==> src/hdl/dzs_pkg.sv <==
package dzs_pkg;

	// Q1.15 full deflection. It also fits a 16-bit unsigned magnitude.
	localparam logic [15:0] Q_ONE = 16'h8000;

	// Reset value of the full-scale register.
	localparam logic [15:0] FULL_SCALE_RESET = 16'h8000;

	typedef enum logic [2:0] {
		ST_IDLE,
		ST_NX,
		ST_NY,
		ST_CX,
		ST_CY,
		ST_CAL,
		ST_EMIT
	} state_t;

	// Request to the shared divider. The quotient is min(Q_ONE, dividend * 2^15 / divisor).
	typedef struct packed {
		logic        start;
		logic [15:0] dividend;
		logic [15:0] divisor;
	} div_req_t;

	typedef struct packed {
		logic        busy;
		logic        done;
		logic [15:0] quotient;
	} div_rsp_t;

	// Magnitude of a two's complement reading. The most negative value gives 0x8000.
	function automatic logic [15:0] abs_mag(input logic [15:0] raw);
		logic [15:0] u;
		u = raw;
		return raw[15] ? (~u + 16'd1) : u;
	endfunction

	// Attach the sign of the raw reading to a magnitude of at most Q_ONE.
	function automatic logic [16:0] apply_sign(input logic neg, input logic [15:0] mag);
		logic [16:0] m;
		m = {1'b0, mag};
		return neg ? (~m + 17'd1) : m;
	endfunction

endpackage

==> src/hdl/dzs_div.sv <==
module dzs_div (
	input  logic              clk,
	input  logic              arst_n,
	input  dzs_pkg::div_req_t req,
	output dzs_pkg::div_rsp_t rsp
);

	logic [15:0] rem_q;
	logic [15:0] quo_q;
	logic [15:0] nbits_q;
	logic [15:0] dsr_q;
	logic [2:0]  cnt_q;
	logic        busy_q;
	logic        sat_q;
	logic        done_q;

	logic [16:0] trial1;
	logic [16:0] trial2;
	logic        ge1;
	logic        ge2;
	logic [15:0] rem1;
	logic [15:0] rem2;

	// Two restoring steps per cycle.
	always_comb begin
		trial1 = {rem_q, nbits_q[15]};
		ge1    = trial1 >= {1'b0, dsr_q};
		rem1   = ge1 ? 16'(trial1 - {1'b0, dsr_q}) : trial1[15:0];
		trial2 = {rem1, nbits_q[14]};
		ge2    = trial2 >= {1'b0, dsr_q};
		rem2   = ge2 ? 16'(trial2 - {1'b0, dsr_q}) : trial2[15:0];
	end

	always_ff @(posedge clk or negedge arst_n) begin
		if (!arst_n) begin
			busy_q <= 1'b0;
			done_q <= 1'b0;
			cnt_q  <= '0;
		end else begin
			done_q <= 1'b0;
			if (req.start) begin
				busy_q <= 1'b1;
				cnt_q  <= '0;
			end else if (busy_q) begin
				cnt_q <= cnt_q + 3'd1;
				if (cnt_q == 3'd7) begin
					busy_q <= 1'b0;
					done_q <= 1'b1;
				end
			end
		end
	end

	// The upper half of the dividend (a * 2^15) is a >> 1 and only bit 15 of the
	// lower half can be set. The quotient exceeds 16 bits exactly when a >= 2d.
	always_ff @(posedge clk) begin
		if (req.start) begin
			rem_q   <= {1'b0, req.dividend[15:1]};
			nbits_q <= {req.dividend[0], 15'd0};
			dsr_q   <= req.divisor;
			sat_q   <= {1'b0, req.dividend} >= {req.divisor, 1'b0};
			quo_q   <= '0;
		end else if (busy_q) begin
			rem_q   <= rem2;
			nbits_q <= {nbits_q[13:0], 2'b00};
			quo_q   <= {quo_q[13:0], ge1, ge2};
		end
	end

	assign rsp.busy     = busy_q;
	assign rsp.done     = done_q;
	assign rsp.quotient = (sat_q || quo_q > dzs_pkg::Q_ONE) ? dzs_pkg::Q_ONE : quo_q;

endmodule

==> src/hdl/stick_axis_deadzone_scaler_unit.sv <==
// Channel  Handshake              Payload
// -------  ---------------------  -----------------------------------------
// input    in_valid / in_ready    cmd, stick_index, raw_x, raw_y
// output   out_valid / out_ready  out_stick, out_x, out_y
// config   cfg_valid / cfg_ready  cfg_data (full_scale)
//
// A sample transaction runs four divisions on the one shared divider,
// which retires two quotient bits per cycle: after acceptance both axes
// are normalized to full scale, then each is rescaled past its deadzone,
// and the result register is loaded. An axis that sits inside its
// deadzone skips its second division. A calibration transaction runs
// only the two normalizing divisions and then updates its deadzones.
// The deadzone tables and control state clear at once on arst_n; no
// clearing pass follows. The result register lets the next input
// transaction start while a result waits; only a second finished result
// stalls the sequencer until the first is taken. Configuration is always
// accepted.
module stick_axis_deadzone_scaler_unit #(
	parameter int NUM_STICKS = 4
) (
	input  logic               clk,
	input  logic               arst_n,

	input  logic               in_valid,
	output logic               in_ready,
	input  logic               cmd,
	input  logic [1:0]         stick_index,
	input  logic signed [15:0] raw_x,
	input  logic signed [15:0] raw_y,

	output logic               out_valid,
	input  logic               out_ready,
	output logic [1:0]         out_stick,
	output logic signed [16:0] out_x,
	output logic signed [16:0] out_y,

	input  logic               cfg_valid,
	output logic               cfg_ready,
	input  logic [15:0]        cfg_data
);

	dzs_pkg::state_t   state_q;
	dzs_pkg::state_t   state_d;
	dzs_pkg::div_req_t div_req;
	dzs_pkg::div_rsp_t div_rsp;

	logic [15:0] full_scale_q;
	logic [15:0] fs_eff;

	// Latched transaction fields.
	logic        cmd_q;
	logic [1:0]  stick_q;
	logic [15:0] raw_x_q;
	logic [15:0] raw_y_q;

	// Normalized and conditioned magnitudes.
	logic [15:0] mx_q;
	logic [15:0] my_q;
	logic [15:0] rx_q;
	logic [15:0] ry_q;
	logic        started_q;

	logic [15:0] dz_x_q [NUM_STICKS];
	logic [15:0] dz_y_q [NUM_STICKS];
	logic [15:0] dzx_rd;
	logic [15:0] dzy_rd;

	logic        out_valid_q;
	logic [1:0]  out_stick_q;
	logic [16:0] out_x_q;
	logic [16:0] out_y_q;

	logic        stick_ok;
	logic        live_x;
	logic        live_y;
	logic        ld_in;
	logic        ld_mx;
	logic        ld_my;
	logic        ld_rx;
	logic        ld_ry;
	logic        cal_wr;
	logic        out_load;

	dzs_div u_div (
		.clk    (clk),
		.arst_n (arst_n),
		.req    (div_req),
		.rsp    (div_rsp)
	);

	// A full scale of zero behaves as one.
	assign fs_eff    = (full_scale_q == 16'd0) ? 16'd1 : full_scale_q;
	assign cfg_ready = 1'b1;

	always_ff @(posedge clk or negedge arst_n) begin
		if (!arst_n) begin
			full_scale_q <= dzs_pkg::FULL_SCALE_RESET;
		end else if (cfg_valid) begin
			full_scale_q <= cfg_data;
		end
	end

	// Transactions for sticks beyond the table are dropped in the idle state.
	assign stick_ok = 32'(stick_index) < NUM_STICKS;

	always_comb begin
		dzx_rd = '0;
		dzy_rd = '0;
		for (int i = 0; i < NUM_STICKS; i++) begin
			if (32'(stick_q) == i) begin
				dzx_rd = dz_x_q[i];
				dzy_rd = dz_y_q[i];
			end
		end
	end

	// An axis needs its rescaling division only when it leaves the deadzone.
	assign live_x = mx_q > dzx_rd;
	assign live_y = my_q > dzy_rd;

	always_comb begin
		state_d = state_q;
		case (state_q)
			dzs_pkg::ST_IDLE: begin
				if (in_valid && stick_ok) begin
					state_d = dzs_pkg::ST_NX;
				end
			end
			dzs_pkg::ST_NX: begin
				if (div_rsp.done) begin
					state_d = dzs_pkg::ST_NY;
				end
			end
			dzs_pkg::ST_NY: begin
				if (div_rsp.done) begin
					state_d = cmd_q ? dzs_pkg::ST_CAL : dzs_pkg::ST_CX;
				end
			end
			dzs_pkg::ST_CX: begin
				if (div_rsp.done || !live_x) begin
					state_d = dzs_pkg::ST_CY;
				end
			end
			dzs_pkg::ST_CY: begin
				if (div_rsp.done || !live_y) begin
					state_d = dzs_pkg::ST_EMIT;
				end
			end
			dzs_pkg::ST_CAL: begin
				state_d = dzs_pkg::ST_IDLE;
			end
			dzs_pkg::ST_EMIT: begin
				if (!out_valid_q || out_ready) begin
					state_d = dzs_pkg::ST_IDLE;
				end
			end
			default: begin
				state_d = dzs_pkg::ST_IDLE;
			end
		endcase
	end

	always_comb begin
		in_ready         = 1'b0;
		ld_in            = 1'b0;
		ld_mx            = 1'b0;
		ld_my            = 1'b0;
		ld_rx            = 1'b0;
		ld_ry            = 1'b0;
		cal_wr           = 1'b0;
		out_load         = 1'b0;
		div_req.start    = 1'b0;
		div_req.dividend = dzs_pkg::abs_mag(raw_x_q);
		div_req.divisor  = fs_eff;
		case (state_q)
			dzs_pkg::ST_IDLE: begin
				in_ready = 1'b1;
				ld_in    = in_valid;
			end
			dzs_pkg::ST_NX: begin
				div_req.start = !started_q;
				ld_mx         = div_rsp.done;
			end
			dzs_pkg::ST_NY: begin
				div_req.dividend = dzs_pkg::abs_mag(raw_y_q);
				div_req.start    = !started_q;
				ld_my            = div_rsp.done;
			end
			dzs_pkg::ST_CX: begin
				div_req.dividend = mx_q - dzx_rd;
				div_req.divisor  = dzs_pkg::Q_ONE - dzx_rd;
				div_req.start    = live_x && !started_q;
				ld_rx            = div_rsp.done || !live_x;
			end
			dzs_pkg::ST_CY: begin
				div_req.dividend = my_q - dzy_rd;
				div_req.divisor  = dzs_pkg::Q_ONE - dzy_rd;
				div_req.start    = live_y && !started_q;
				ld_ry            = div_rsp.done || !live_y;
			end
			dzs_pkg::ST_CAL: begin
				cal_wr = 1'b1;
			end
			dzs_pkg::ST_EMIT: begin
				out_load = !out_valid_q || out_ready;
			end
			default: begin
				in_ready = 1'b0;
			end
		endcase
	end

	always_ff @(posedge clk or negedge arst_n) begin
		if (!arst_n) begin
			state_q   <= dzs_pkg::ST_IDLE;
			started_q <= 1'b0;
		end else begin
			state_q <= state_d;
			if (div_rsp.done) begin
				started_q <= 1'b0;
			end else if (div_req.start) begin
				started_q <= 1'b1;
			end
		end
	end

	always_ff @(posedge clk) begin
		if (ld_in) begin
			cmd_q   <= cmd;
			stick_q <= stick_index;
			raw_x_q <= raw_x;
			raw_y_q <= raw_y;
		end
		if (ld_mx) begin
			mx_q <= div_rsp.quotient;
		end
		if (ld_my) begin
			my_q <= div_rsp.quotient;
		end
		if (ld_rx) begin
			rx_q <= live_x ? div_rsp.quotient : 16'd0;
		end
		if (ld_ry) begin
			ry_q <= live_y ? div_rsp.quotient : 16'd0;
		end
	end

	// Calibration only ever raises a deadzone to the peak magnitude seen.
	always_ff @(posedge clk or negedge arst_n) begin
		if (!arst_n) begin
			for (int i = 0; i < NUM_STICKS; i++) begin
				dz_x_q[i] <= '0;
				dz_y_q[i] <= '0;
			end
		end else if (cal_wr) begin
			for (int i = 0; i < NUM_STICKS; i++) begin
				if (32'(stick_q) == i) begin
					if (dz_x_q[i] < mx_q) begin
						dz_x_q[i] <= mx_q;
					end
					if (dz_y_q[i] < my_q) begin
						dz_y_q[i] <= my_q;
					end
				end
			end
		end
	end

	// Result register. It separates the sequencer from the consumer.
	always_ff @(posedge clk or negedge arst_n) begin
		if (!arst_n) begin
			out_valid_q <= 1'b0;
		end else if (out_load) begin
			out_valid_q <= 1'b1;
		end else if (out_ready) begin
			out_valid_q <= 1'b0;
		end
	end

	always_ff @(posedge clk) begin
		if (out_load) begin
			out_stick_q <= stick_q;
			out_x_q     <= dzs_pkg::apply_sign(raw_x_q[15], rx_q);
			out_y_q     <= dzs_pkg::apply_sign(raw_y_q[15], ry_q);
		end
	end

	assign out_valid = out_valid_q;
	assign out_stick = out_stick_q;
	assign out_x     = out_x_q;
	assign out_y     = out_y_q;

	// A new transaction must never arrive while the divider is still running.
	assert property (@(posedge clk) disable iff (!arst_n)
		(in_valid && in_ready) |-> !div_rsp.busy)
		else $error("input accepted while the divider is busy");

	// The divider only finishes in a state that is waiting for it.
	assert property (@(posedge clk) disable iff (!arst_n)
		div_rsp.done |-> (state_q == dzs_pkg::ST_NX || state_q == dzs_pkg::ST_NY ||
			state_q == dzs_pkg::ST_CX || state_q == dzs_pkg::ST_CY))
		else $error("divider finished outside a division state");

	// Conditioned results never leave the range of plus or minus one.
	assert property (@(posedge clk) disable iff (!arst_n)
		out_valid |-> (out_x <= 17'sd32768 && out_x >= -17'sd32768 &&
			out_y <= 17'sd32768 && out_y >= -17'sd32768))
		else $error("conditioned result out of range");

	// Stored deadzones stay within full deflection.
	assert property (@(posedge clk) disable iff (!arst_n)
		(dzx_rd <= dzs_pkg::Q_ONE && dzy_rd <= dzs_pkg::Q_ONE))
		else $error("deadzone above full deflection");

endmodule

==> config.mk <==
export PLATFORM = sky130hd
export DESIGN_NAME = stick_axis_deadzone_scaler_unit
export DESIGN_NICKNAME = d
export VERILOG_FILES = /design/src/hdl/dzs_pkg.sv /design/src/hdl/dzs_div.sv /design/src/hdl/stick_axis_deadzone_scaler_unit.sv
export SDC_FILE = /design/constraint.sdc
export NUM_CORES = 1
export LEC_CHECK = 0
export BUFFER_PORTS_ARGS = -buffer_cell sky130_fd_sc_hd__buf_2
export CAP_MARGIN = 20
export CORE_ASPECT_RATIO = 1.5
export CORE_MARGIN = 5
export CORE_UTILIZATION = 50
export DETAILED_ROUTE_END_ITERATION = 10
export HOLD_SLACK_MARGIN = 0.12
export PLACE_DENSITY = 0.66
export REMOVE_ABC_BUFFERS = 1
export SLEW_MARGIN = 15
export SYNTH_ARGS = -nofsm -noshare
export SYNTH_HDL_FRONTEND = slang
export SYNTH_SLANG_ARGS = --single-unit
==> constraint.sdc <==
create_clock -name clk -period 5.7 [get_ports clk]
set_input_delay 0.855 -clock clk [delete_from_list [all_inputs] [get_ports clk]]
set_output_delay 0.855 -clock clk [all_outputs]
set_load 0.005 [all_outputs]
# Word-level counts from Yosys, hierarchy flattened
# Cells that the tools add are included.
# totals
ff_bits	339
in_bits	56
output_inout_bits	39
elab_cells	156
# classes
addsub	11
magnitude_cmp	14
n_eq_ne	16
mux	51
bitwise_logic	4
n_reduce_logical	26
# op_table
operator	n
two-way mux 16 bit	18
< comparator 16 bit	8
subtractor 16 bit	4
one-hot mux 16 bit (3 select lines)	1
adder 17 x 1 -> 17 bit (second input constant)	2
greater-or-equal comparator 17 x 16 -> 1 bit	2
inverter 16 -> 17 bit	2
adder 16 x 1 -> 16 bit (second input constant)	2
greater-than comparator 16 bit	2
inverter 16 bit	2
one-hot mux 16 bit (2 select lines)	1
subtractor 16 bit (first input constant)	2
two-way mux 15 bit	2
two-way mux 3 bit	9
AND reduction 3 bit	8
two-way mux 1 bit	18
one-hot mux 3 bit (6 select lines)	1
greater-or-equal comparator 16 x 17 -> 1 bit	1
greater-than comparator 16 bit (second input constant)	1
zero test 16 bit	1
== test 3 bit (second input constant)	4
!= test 2 bit (second input constant)	4
== test 3 x 2 -> 1 bit (second input constant)	2
AND reduction 6 bit	1
13 further kinds	24

# Depth between registers and ports, before layout
# depth
ltp_word	10
ltp_mapped	21
ltp_nobuf	19

# Hierarchy
# From an unflattened synthesis, not the netlist that was laid out.
# hier_totals
cells_unflattened	2221
hier_area_um2	23301.1
# modules_own_cells
mod	instances	cells_per_inst	area_each_um2	seq_area_each_um2
stick_axis_deadzone_scaler_unit	1	1748	18911.9	7783.7
dzs_div	1	473	4389.2	1456.4

# Least setup slack after synthesis
# No wires, ideal clock.
# synth_path
path_type	flip-flop to flip-flop
start	register u_div.rem_q[5]
end	register u_div.rem_q[9] (data pin)
setup_time_ns	0.260
arrival_time_ns	4.460
required_time_ns	5.440
slack_ns	0.980
path_stages_with_launch	16
path_buffers	1
synth_period_minus_slack_ns	4.720
cell_sequence	edfxtp_1 ha_1 a2111oi_2 a21boi_2 o221a_4 o41ai_4 buf_6 mux2_4 ha_1 nand3_1 a41oi_1 nand4_1 a31oi_1 a31o_2 mux2_2 mux2_2
# synth_between
elab_chain_cells	6
word_cells_on_any_way	8
cone_classes	2 x add/sub; 2 x order compare; 4 x mux
# synth_lines
item	line_no	text
start, declared	dzs_div.sv:8	logic [15:0] rem_q;
start signal, assigned	dzs_div.sv:58	rem_q <= {1'b0, req.dividend[15:1]};
start signal, assigned	dzs_div.sv:64	rem_q <= rem2;
subtractor 16 bit / greater-or-equal comparator 17 x 16 -> 1 bit (equally long branches)	dzs_div.sv:28, dzs_div.sv:27	
two-way mux 16 bit (*)	dzs_div.sv:28	rem1 = ge1 ? 16'(trial1 - {1'b0, dsr_q}) : trial1[15:0];
subtractor 16 bit / greater-or-equal comparator 17 x 16 -> 1 bit (equally long branches)	dzs_div.sv:31, dzs_div.sv:30	
two-way mux 16 bit (*)	dzs_div.sv:31	rem2 = ge2 ? 16'(trial2 - {1'b0, dsr_q}) : trial2[15:0];
two-way mux 15 bit (*)	dzs_div.sv:63	end else if (busy_q) begin
two-way mux 15 bit (*)	dzs_div.sv:57	if (req.start) begin
# Every way passes the cells marked *; elsewhere a longest branch is shown, timed or not. The select of a mux whose other input is x is not followed.
# A chain may end at the register's enable or synchronous reset.

# Final worst setup path
# layout_path
start	register stick_q[0]
end	register u_div.sat_q (data pin)
# layout_between
elab_chain_cells	8
word_cells_on_any_way	19
cone_classes	4 x add/sub; 1 x order compare; 3 x eq/ne; 10 x mux; 1 x reduce/logical
# layout_lines
item	line_no	text
start, declared	stick_axis_deadzone_scaler_unit.sv:52	logic [1:0] stick_q;
start signal, assigned	stick_axis_deadzone_scaler_unit.sv:230	stick_q <= stick_index;
zero test 2 bit	stick_axis_deadzone_scaler_unit.sv:110	if (32'(stick_q) == i) begin
two-way mux 16 bit (4 in series)	stick_axis_deadzone_scaler_unit.sv:110	
subtractor 16 bit (on tied branches)	-	
one-hot mux 16 bit (3 select lines) / one-hot mux 16 bit (2 select lines) (equally long branches)	stick_axis_deadzone_scaler_unit.sv:175	case (state_q)
greater-or-equal comparator 16 x 17 -> 1 bit (*)	dzs_div.sv:61	sat_q <= {1'b0, req.dividend} >= {req.divisor, 1'b0};
end signal, assigned	dzs_div.sv:61	
end, declared	dzs_div.sv:14	logic sat_q;
# Every way passes the cells marked *; elsewhere a longest branch is shown, timed or not.

==> results.txt <==
P_leak: 11.1 nW
Final nets: 2400
design area: 0.0244 mm^2
final hold violations: 0
vias in the first global route: 17.4k
Seq pwr share: 0.275
# setup viols final: 0
Worst-path clk slew: 60 ps
CTS tree: done
Max-Cap Viols: 0
CTS root buf: clkbuf_16
internal power: 8.33 mW
Worst Path Required: 6090 ps
I/O pin count: 95
final worst setup slack: 583 ps
Seq cells post-synth: 339
delay of the slowest critical-path stage: 780 ps
Seq/Total Area, Yosys: 0.420
worst slew margin relative to its limit: 0.283
pwr/cell area: 592 mW/mm^2
CTS buffer count: 37
Max Fanout on Critical Path: 11
Die Wd: 181 um
Final Cycle Share: 0.898
Bufs and invs on worst path: 2
core area: 0.0438 mm^2
WHS: 356 ps
first-pass GRT wire length: 99100 um
DRC viols: 0
Clock Latency Late Sink: 560 ps
clock sink total: 339
RSZ-0062 raised after global routing: false
top_reg_cell synth: edfxtp_1
placed inst area: 0.0232 mm^2
worst hold path type: in -> async
setup TNS: 0 ps
most frequent cells in the layout: ha_1, edfxtp_1, dfrtp_1, nand2_1, inv_1
skew final: 20.7 ps
fillcell total: 3796
first-pass iteration count of the detailed router: 6
gr ovfl total: 0
post-route ant nets: 0
post-CTS setup repair buffer count: 0
hold_buf cts: 0
CTS max path bufs: 3
PostCTS Resize Cnt: 0
minimum clock period: 5120 ps
total track usage: 0.262
Critical Path End Type: flip-flop
wire per inst: 23.3 um
CP cell instances: buf_4 -> mux4_2 -> inv_1 -> ha_1 -> a21o_1 -> a21o_1 -> o21bai_1 -> o2111ai_1 -> and4b_1 -> o221ai_1 -> a41oi_1 -> nand2_1 -> ha_1 -> nand4_1 -> nor4_1 -> a221oi_1 -> a21oi_1
combinational fraction of design power: 0.552
row cnt: 94
htree depth: 2
switching share of power: 0.424
initial antenna violation count: 0
synthesized area: 0.0220 mm^2
fraction of layout cells with a size suffix above 1: 0.182
Iter 0 DRT Violations: 1297
Critical-path top delay cell: edfxtp_1
status: complete, no violations
detailed placement HPWL: 49800 um
CP delay by family, top: compound AO/OA/AOI/OAI gates
commonest non-fill, non-tap cell in the layout: ha_1
area grow syn2layout: 11.0%
Total Power: 14.5 mW
Initial Util: 0.503
Pins Over Slew Limit: 0
VDD IR-drop max: 0.000311 V
Psw: 6.13 mW
total wire length: 63800 um
Crit Path Category: reg -> reg
Post-synth EDFFs: 168
YS warnings: 0
port bufs: 93
Clock power frac: 0.173
Data arrival, critical path: 5500 ps
largest net degree at the start of global routing: 83
FFs w/ async S/R, synth: 0.454
vias per cell: 6.08
fmax: 0.195 GHz
DIE HEIGHT: 267 um
Yosys cell types: 91
Antenna diodes: 0
CP startpoint kind: flip-flop
routability congestion estimate: 0.963
Syn Area/Cell: 10.8 um^2
Tightest Pin Transition: 1080 ps
die area: 0.0484 mm^2
cells after synthesis: 2034
DR vias: 16.6k
Setup WS pre-CTS: 658 ps
## logic make-up after synthesis
kind of cell	count (synthesis)	synth area share
simple gates	506	0.113
compound gates	448	0.139
other cells	1	0.000170
buf+inv	206	0.0381
xor+xnor	110	0.0438
fa+ha+maj	212	0.122
mux	212	0.124
flops	339	0.420
## synth_stat cells, types with 19 or more instances
cell type | instances | area share
or3_1 | 19 | 0.0054
mux2_2 | 135 | 0.069
xor2_1 | 31 | 0.012
nand4_1 | 40 | 0.011
a21o_1 | 66 | 0.023
nor2_1 | 126 | 0.022
a21oi_1 | 108 | 0.025
xnor2_1 | 79 | 0.031
nor3_1 | 25 | 0.0057
nand2b_1 | 34 | 0.0097
nand2_1 | 140 | 0.024
o211ai_1 | 19 | 0.0065
nand3_1 | 35 | 0.0080
edfxtp_1 | 168 | 0.23
mux2i_1 | 36 | 0.016
nor4_1 | 20 | 0.0057
clkbuf_1 | 43 | 0.0073
ha_1 | 208 | 0.12
dfrtp_1 | 153 | 0.17
o21ai_0 | 65 | 0.015
inv_1 | 137 | 0.023
mux4_2 | 32 | 0.033
o21a_1 | 30 | 0.010
nor2b_1 | 19 | 0.0054
## stage by stage
| step | std cells | utilization |
|---|---|---|
| floorplan | 1966 | - |
| global placement | 2668 | 0.529 |
| detailed placement | 2668 | 0.529 |
| CTS | 2735 | 0.558 |
| global route | 2736 | 0.558 |
| finish | 2736 | 0.558 |
## worst paths after layout
path                            start  cells past startpoint          end  slack [ps]
setup / recovery           stick_q[0]                     17  u_div.sat_q         580
hold / removal                 arst_n                      1   dz_y_q[36]         360
setup reg to reg           stick_q[0]                     17  u_div.sat_q         580
hold reg to reg               ry_q[0]                      0     out_y[0]         500
max in group asynchronous      arst_n                      2    dz_x_q[9]        4280
min in group clk            raw_y[14]                      1  raw_y_q[14]         480
## registers in the layout (all words and copies together), names as in the netlist, 2 cells and up
name and cells:
mx_q 16, my_q 16, u_div.quo_q 16, u_div.rem_q 16
u_div.dsr_q 16, dz_y_q 64, full_scale_q 16, out_x 17
ry_q 16, state_q 3, rx_q 16, stick_q 2
out_y 17, out_stick 2, raw_x_q 16, dz_x_q 64
raw_y_q 16, u_div.cnt_q 3
## per-layer routing
metal  vias up  part of all wire  global-route usage
li1       7741                 -                   -
met5         -                 0                   0
met1      8155              0.37               0.291
met3       195             0.048              0.0365
met4         0             0.068               0.151
met2       531              0.51               0.476
## final cells by class
type / instances / area [um^2] / area share
clock inverters: 17 / 225 / 0.00922
flip-flops and latches: 339 / 9240 / 0.378
multi-input cells: 1489 / 12000 / 0.489
inverters: 138 / 518 / 0.0212
repair buffers: 127 / 743 / 0.0304
well taps: 576 / 721 / 0.0295
clock buffers: 50 / 1030 / 0.0420
## power groups by stage
stage,Clock (mW),Sequential (mW),Combinational [mW]
after floorplan,0,3.85,5.72
after global placement,0,3.98,7.77
after detailed placement,0,4.01,7.88
after CTS,2.56,3.97,7.94
after global routing,2.65,4.05,8.77
final,2.50,3.98,7.99
Power figures use the tool's default switching activity.
